===== src/hw/rtl/klbs_ram.sv =====
// Generic single write port, single read port RAM with registered read.
// No dependencies.
`default_nettype none
module klbs_ram #(
    parameter int WIDTH = 8,
    parameter int DEPTH = 64
) (
    input  wire logic                     clk,
    input  wire logic                     we,
    input  wire logic [$clog2(DEPTH)-1:0] waddr,
    input  wire logic [WIDTH-1:0]         wdata,
    input  wire logic [$clog2(DEPTH)-1:0] raddr,
    output logic [WIDTH-1:0]              rdata
);
    logic [WIDTH-1:0] mem [DEPTH];

    always_ff @(posedge clk)
    begin
        if (we)
        begin
            mem[waddr] <= wdata;
        end
        rdata <= mem[raddr];
    end
endmodule
`default_nettype wire


===== config.mk =====
export PLATFORM = sky130hd
export DESIGN_NAME = klbs_ram
export DESIGN_NICKNAME = d
export VERILOG_FILES = /design/src/hw/rtl/klbs_ram.sv
export SDC_FILE = /design/constraint.sdc
export NUM_CORES = 1
export LEC_CHECK = 0
export BUFFER_PORTS_ARGS = -buffer_cell sky130_fd_sc_hd__buf_2
export CORE_MARGIN = 5
export CORE_UTILIZATION = 65
export CTS_BUF_LIST = sky130_fd_sc_hd__clkbuf_16
export CTS_CLUSTER_DIAMETER = 40
export CTS_CLUSTER_SIZE = 10
export DETAILED_ROUTE_END_ITERATION = 16
export PLACE_DENSITY = 0.82
export SLEW_MARGIN = 20
export SYNTH_ARGS = -nofsm -noshare
export SYNTH_HDL_FRONTEND = slang
export SYNTH_SLANG_ARGS = --single-unit

===== constraint.sdc =====
create_clock -name clk -period 3.6 [get_ports clk]
set_input_delay 0.36 -clock clk [delete_from_list [all_inputs] [get_ports clk]]
set_output_delay 0.36 -clock clk [all_outputs]
set_load 0.05 [all_outputs]

; ---- Yosys cells after proc, flatten, opt, wreduce, memory -nomap -nowiden
; Memories as Yosys holds them, arrays and structs flattened. A register that Yosys moved wholly into a read port is not among the register bits.
; Cells that the tools add are included.
[classes]
muxes = 2
[op_table]
columns = operator, n
row1 = 1-bit 2-to-1 mux, 2
[word_totals]
mem_count = 1
ff_bits = 0
inputBits = 22
out_inout_bits = 8
mem_bits_rw = 512
[memory_table]
columns = name, depth, word_bits, rd, rd_ports_with_merged_regs, write_ports, line
row1 = mem, 64, 8, 1, 1, 1, 15  ; logic [WIDTH-1:0] mem [DEPTH];

; ---- Longest topological paths before layout
[depth]
depth_word = 2
mapped_depth = 9
depth_no_buf = 5

; ---- Worst setup path before layout
; Ideal clock, no wire load.
[synth_path]
path_kind = in2reg
from = input port raddr[1]
to = register rdata[3] (read register of mem)
path_slack_ps = 1572
path_stages = 7
n_path_buf = 3
t_arrival_ps = 1900
required_time_ps = 3472
setup_ps = 128
path_cell_list = buf_4 > buf_2 > buf_2 > mux4_2 > mux4_2 > o21ai_1 > o41ai_1
[synth_rtl]
columns = item, line
row1 = "start, declared", 12  ; input wire logic [$clog2(DEPTH)-1:0] raddr,
row2 = "end, declared", 13  ; output logic [WIDTH-1:0] rdata

==> results.cfg <==
[grt]
antenna_found_initial = 0
busiest_layer = met2
grt.met1_usage = 0.392
gr-usage-met3 = 0.0548
grt_pass1_vias = 10300
grt_max_degree = 65
grt_overflow_total = 0
grt_pass1_wl_mm = 68.1
grtUsageMet2 = 0.431
track_usage = 0.273

[clock_tree]
clk_latency_ns = 0.57
clockBufferDepth = 3
path_clk_slew_ns = 0.06
cts_root_buf = clkbuf_16
ctsHtreeMaxLevel = 2
cts_buffers = 61
post_cts_buffers = 0
tritoncts = yes
hold_buffers = 0
cts_sinks = 520
ctsResizeCount = 0

[power_and_ir_drop]
ir_worst_vdd_v = 0.000556
totalPowerFinal_mw = 12.8
p_per_area_nw_per_um2 = 569
p_leak_nw = 7.15
combPwrFrac = 0.051
sw_frac_of_total = 0.207
p_switching_mw = 2.64
p_int_mw = 10.2
power_frac_clock = 0.423
seq_power_share = 0.526

[cells_and_area]
area_delta_synth_final_pct = 11.6
fillerInstances = 1680
utilization = 0.736
fin_nets = 1033
diodes = 0
final_layout_size_suffix_gt1_frac = 0.259

[place]
port_buffers = 29
hpwl_mm = 26.6
place_congestion = 0.852

[timing]
fmax_mhz = 412
drv_slew = 0
min_period_over_period = 0.675
setup_tns_ns = 0
fin_skew_ns = 0.0113
min_period_ns = 2.43
slew-limit-headroom = 0.300
rsz0062_at_grt = no
finalSetupViolCount = 0
tightest_slew_ns = 1.02
hold_viol = 0
fin_hold_ws_ns = 0.268

[worst_setup_path]
crit_required_ns = 4.02
cp-end-kind = flip-flop
cp-start-kind = input port
crit_arrival_ns = 2.85
path_max_fanout = 42
critPathKind = in2reg

[detailed_routing]
dr.pass1.iters = 6
routedWlPerCell_um = 31.7
antenna_left = 0
wl_mm = 45.4
vias = 9982
routed_via_density = 6.96
drtIter0Drc = 1412
drc = 0

[synth]
yosysWarnings = 0
synth.distinct_cells = 40
synth_edf_count = 512
synth_ff_type = edfxtp_1
synth_common_cells = edfxtp_1, mux4_2, nor2_1
synthArstFlopShare = 0
yosys.area.top_type = edfxtp_1
ys_ff_latch = 520
synth_top_cell_area_share = 0.762
synth_most_common_cell = edfxtp_1
synth.area.top_cells = edfxtp_1, mux4_2, nor2_1
post_synth_instance_area_um2 = 20200
ys_seq_area_frac = 0.770
syn_inst = 940
avgSynthCellArea_um2 = 21.5
synth_fp_nets = 962

[die]
core_um2 = 30600
die_h_um = 186
die_width_um = 186
io_pins = 30
num_rows = 64
start_util = 0.659
dieArea_um2 = 34600

[status]
outcome = completed

[worst_hold_path]
hold_class = in2reg

[job]
cap_violations = 0
[cell families after synthesis]
kind of cell / share of synthesized area
muxes: 0.159
and+or+nand+nor: 0.0339
AOI/OAI and AO/OA: 0.0207
DFF: 0.770
buffers and inverters: 0.0157
[placed cells by master, fill, tap and decap left out, drive strengths merged, types with 4 or more instances in the layout]
| cell | synthesis | routed |
|---|---|---|
| mux2i | 23 | 23 |
| nor2b | 14 | 14 |
| nand3 | 13 | 13 |
| nor2 | 83 | 83 |
| o221ai | 8 | 8 |
| a211oi | 4 | 4 |
| edfxtp | 512 | 512 |
| nand2 | 19 | 19 |
| a221oi | 6 | 6 |
| mux2 | 13 | 13 |
| clkbuf | 17 | 62 |
| clkinv | 0 | 6 |
| dfxtp | 8 | 8 |
| nand2b | 7 | 7 |
| o21ai | 4 | 4 |
| buf | 34 | 58 |
| o22ai | 8 | 8 |
| inv | 0 | 20 |
| nor3 | 7 | 7 |
| mux4 | 126 | 126 |
[area by class of cell]
type | count | area (um^2) | share of cell area
clock buffers | 61 | 1530 | 0.0678
well taps | 396 | 495 | 0.0220
multi-input cells | 369 | 4320 | 0.192
repair buffers | 59 | 424 | 0.0189
flip-flops and latches | 520 | 15500 | 0.690
clock inverters | 29 | 205 | 0.00912
[per-stage QoR]
step | instance area (um^2) | instances | setup WS, ns
6_report | 22500 | 1434 | 1.17
3_3_place_gp | 20800 | 1344 | 0.736
5_1_grt | 22500 | 1434 | 1.13
2_1_floorplan | 20200 | 940 | 1.57
3_5_place_dp | 20800 | 1344 | 0.711
4_1_cts | 22500 | 1434 | 1.23
[registers in the layout, indices dropped and copies added, names as in the netlist]
name,flops
rdata,8
mem,512
[power by group through the flow]
stage / Combinational, mW / Sequential, mW / Clock (mW)
detailed placement: 0.644 / 6.85 / 0
floorplan: 0.357 / 6.88 / 0
finish: 0.658 / 6.73 / 5.41
CTS: 0.652 / 6.73 / 5.45
global placement: 0.625 / 6.85 / 0
global route: 0.693 / 6.73 / 5.74
[critical path: stages]
cell     delay [ns]
buf_4          0.52
buf_4          0.33
mux4_2         0.33
mux4_2         0.49
o21ai_0        0.64
nand2_1        0.13
[final timing paths]
path	from	cells after the start	end	slack [ns]
min reg2reg	mem[30][4]$_DFFE_PP_	3	rdata[4]$_DFF_P_	0.83
max reg2reg	mem[52][7]$_DFFE_PP_	4	rdata[7]$_DFF_P_	1.35
max	raddr[1]	6	rdata[7]$_DFF_P_	1.17
min	raddr[5]	3	rdata[6]$_DFF_P_	0.27
[per-layer routing]
metal	routed length (um)	vias up
met4	1800	0
met2	22200	656
met5	0	-
met3	4750	127
li1	-	4054
met1	16600	5145
Power figures use the tool's default switching activity.
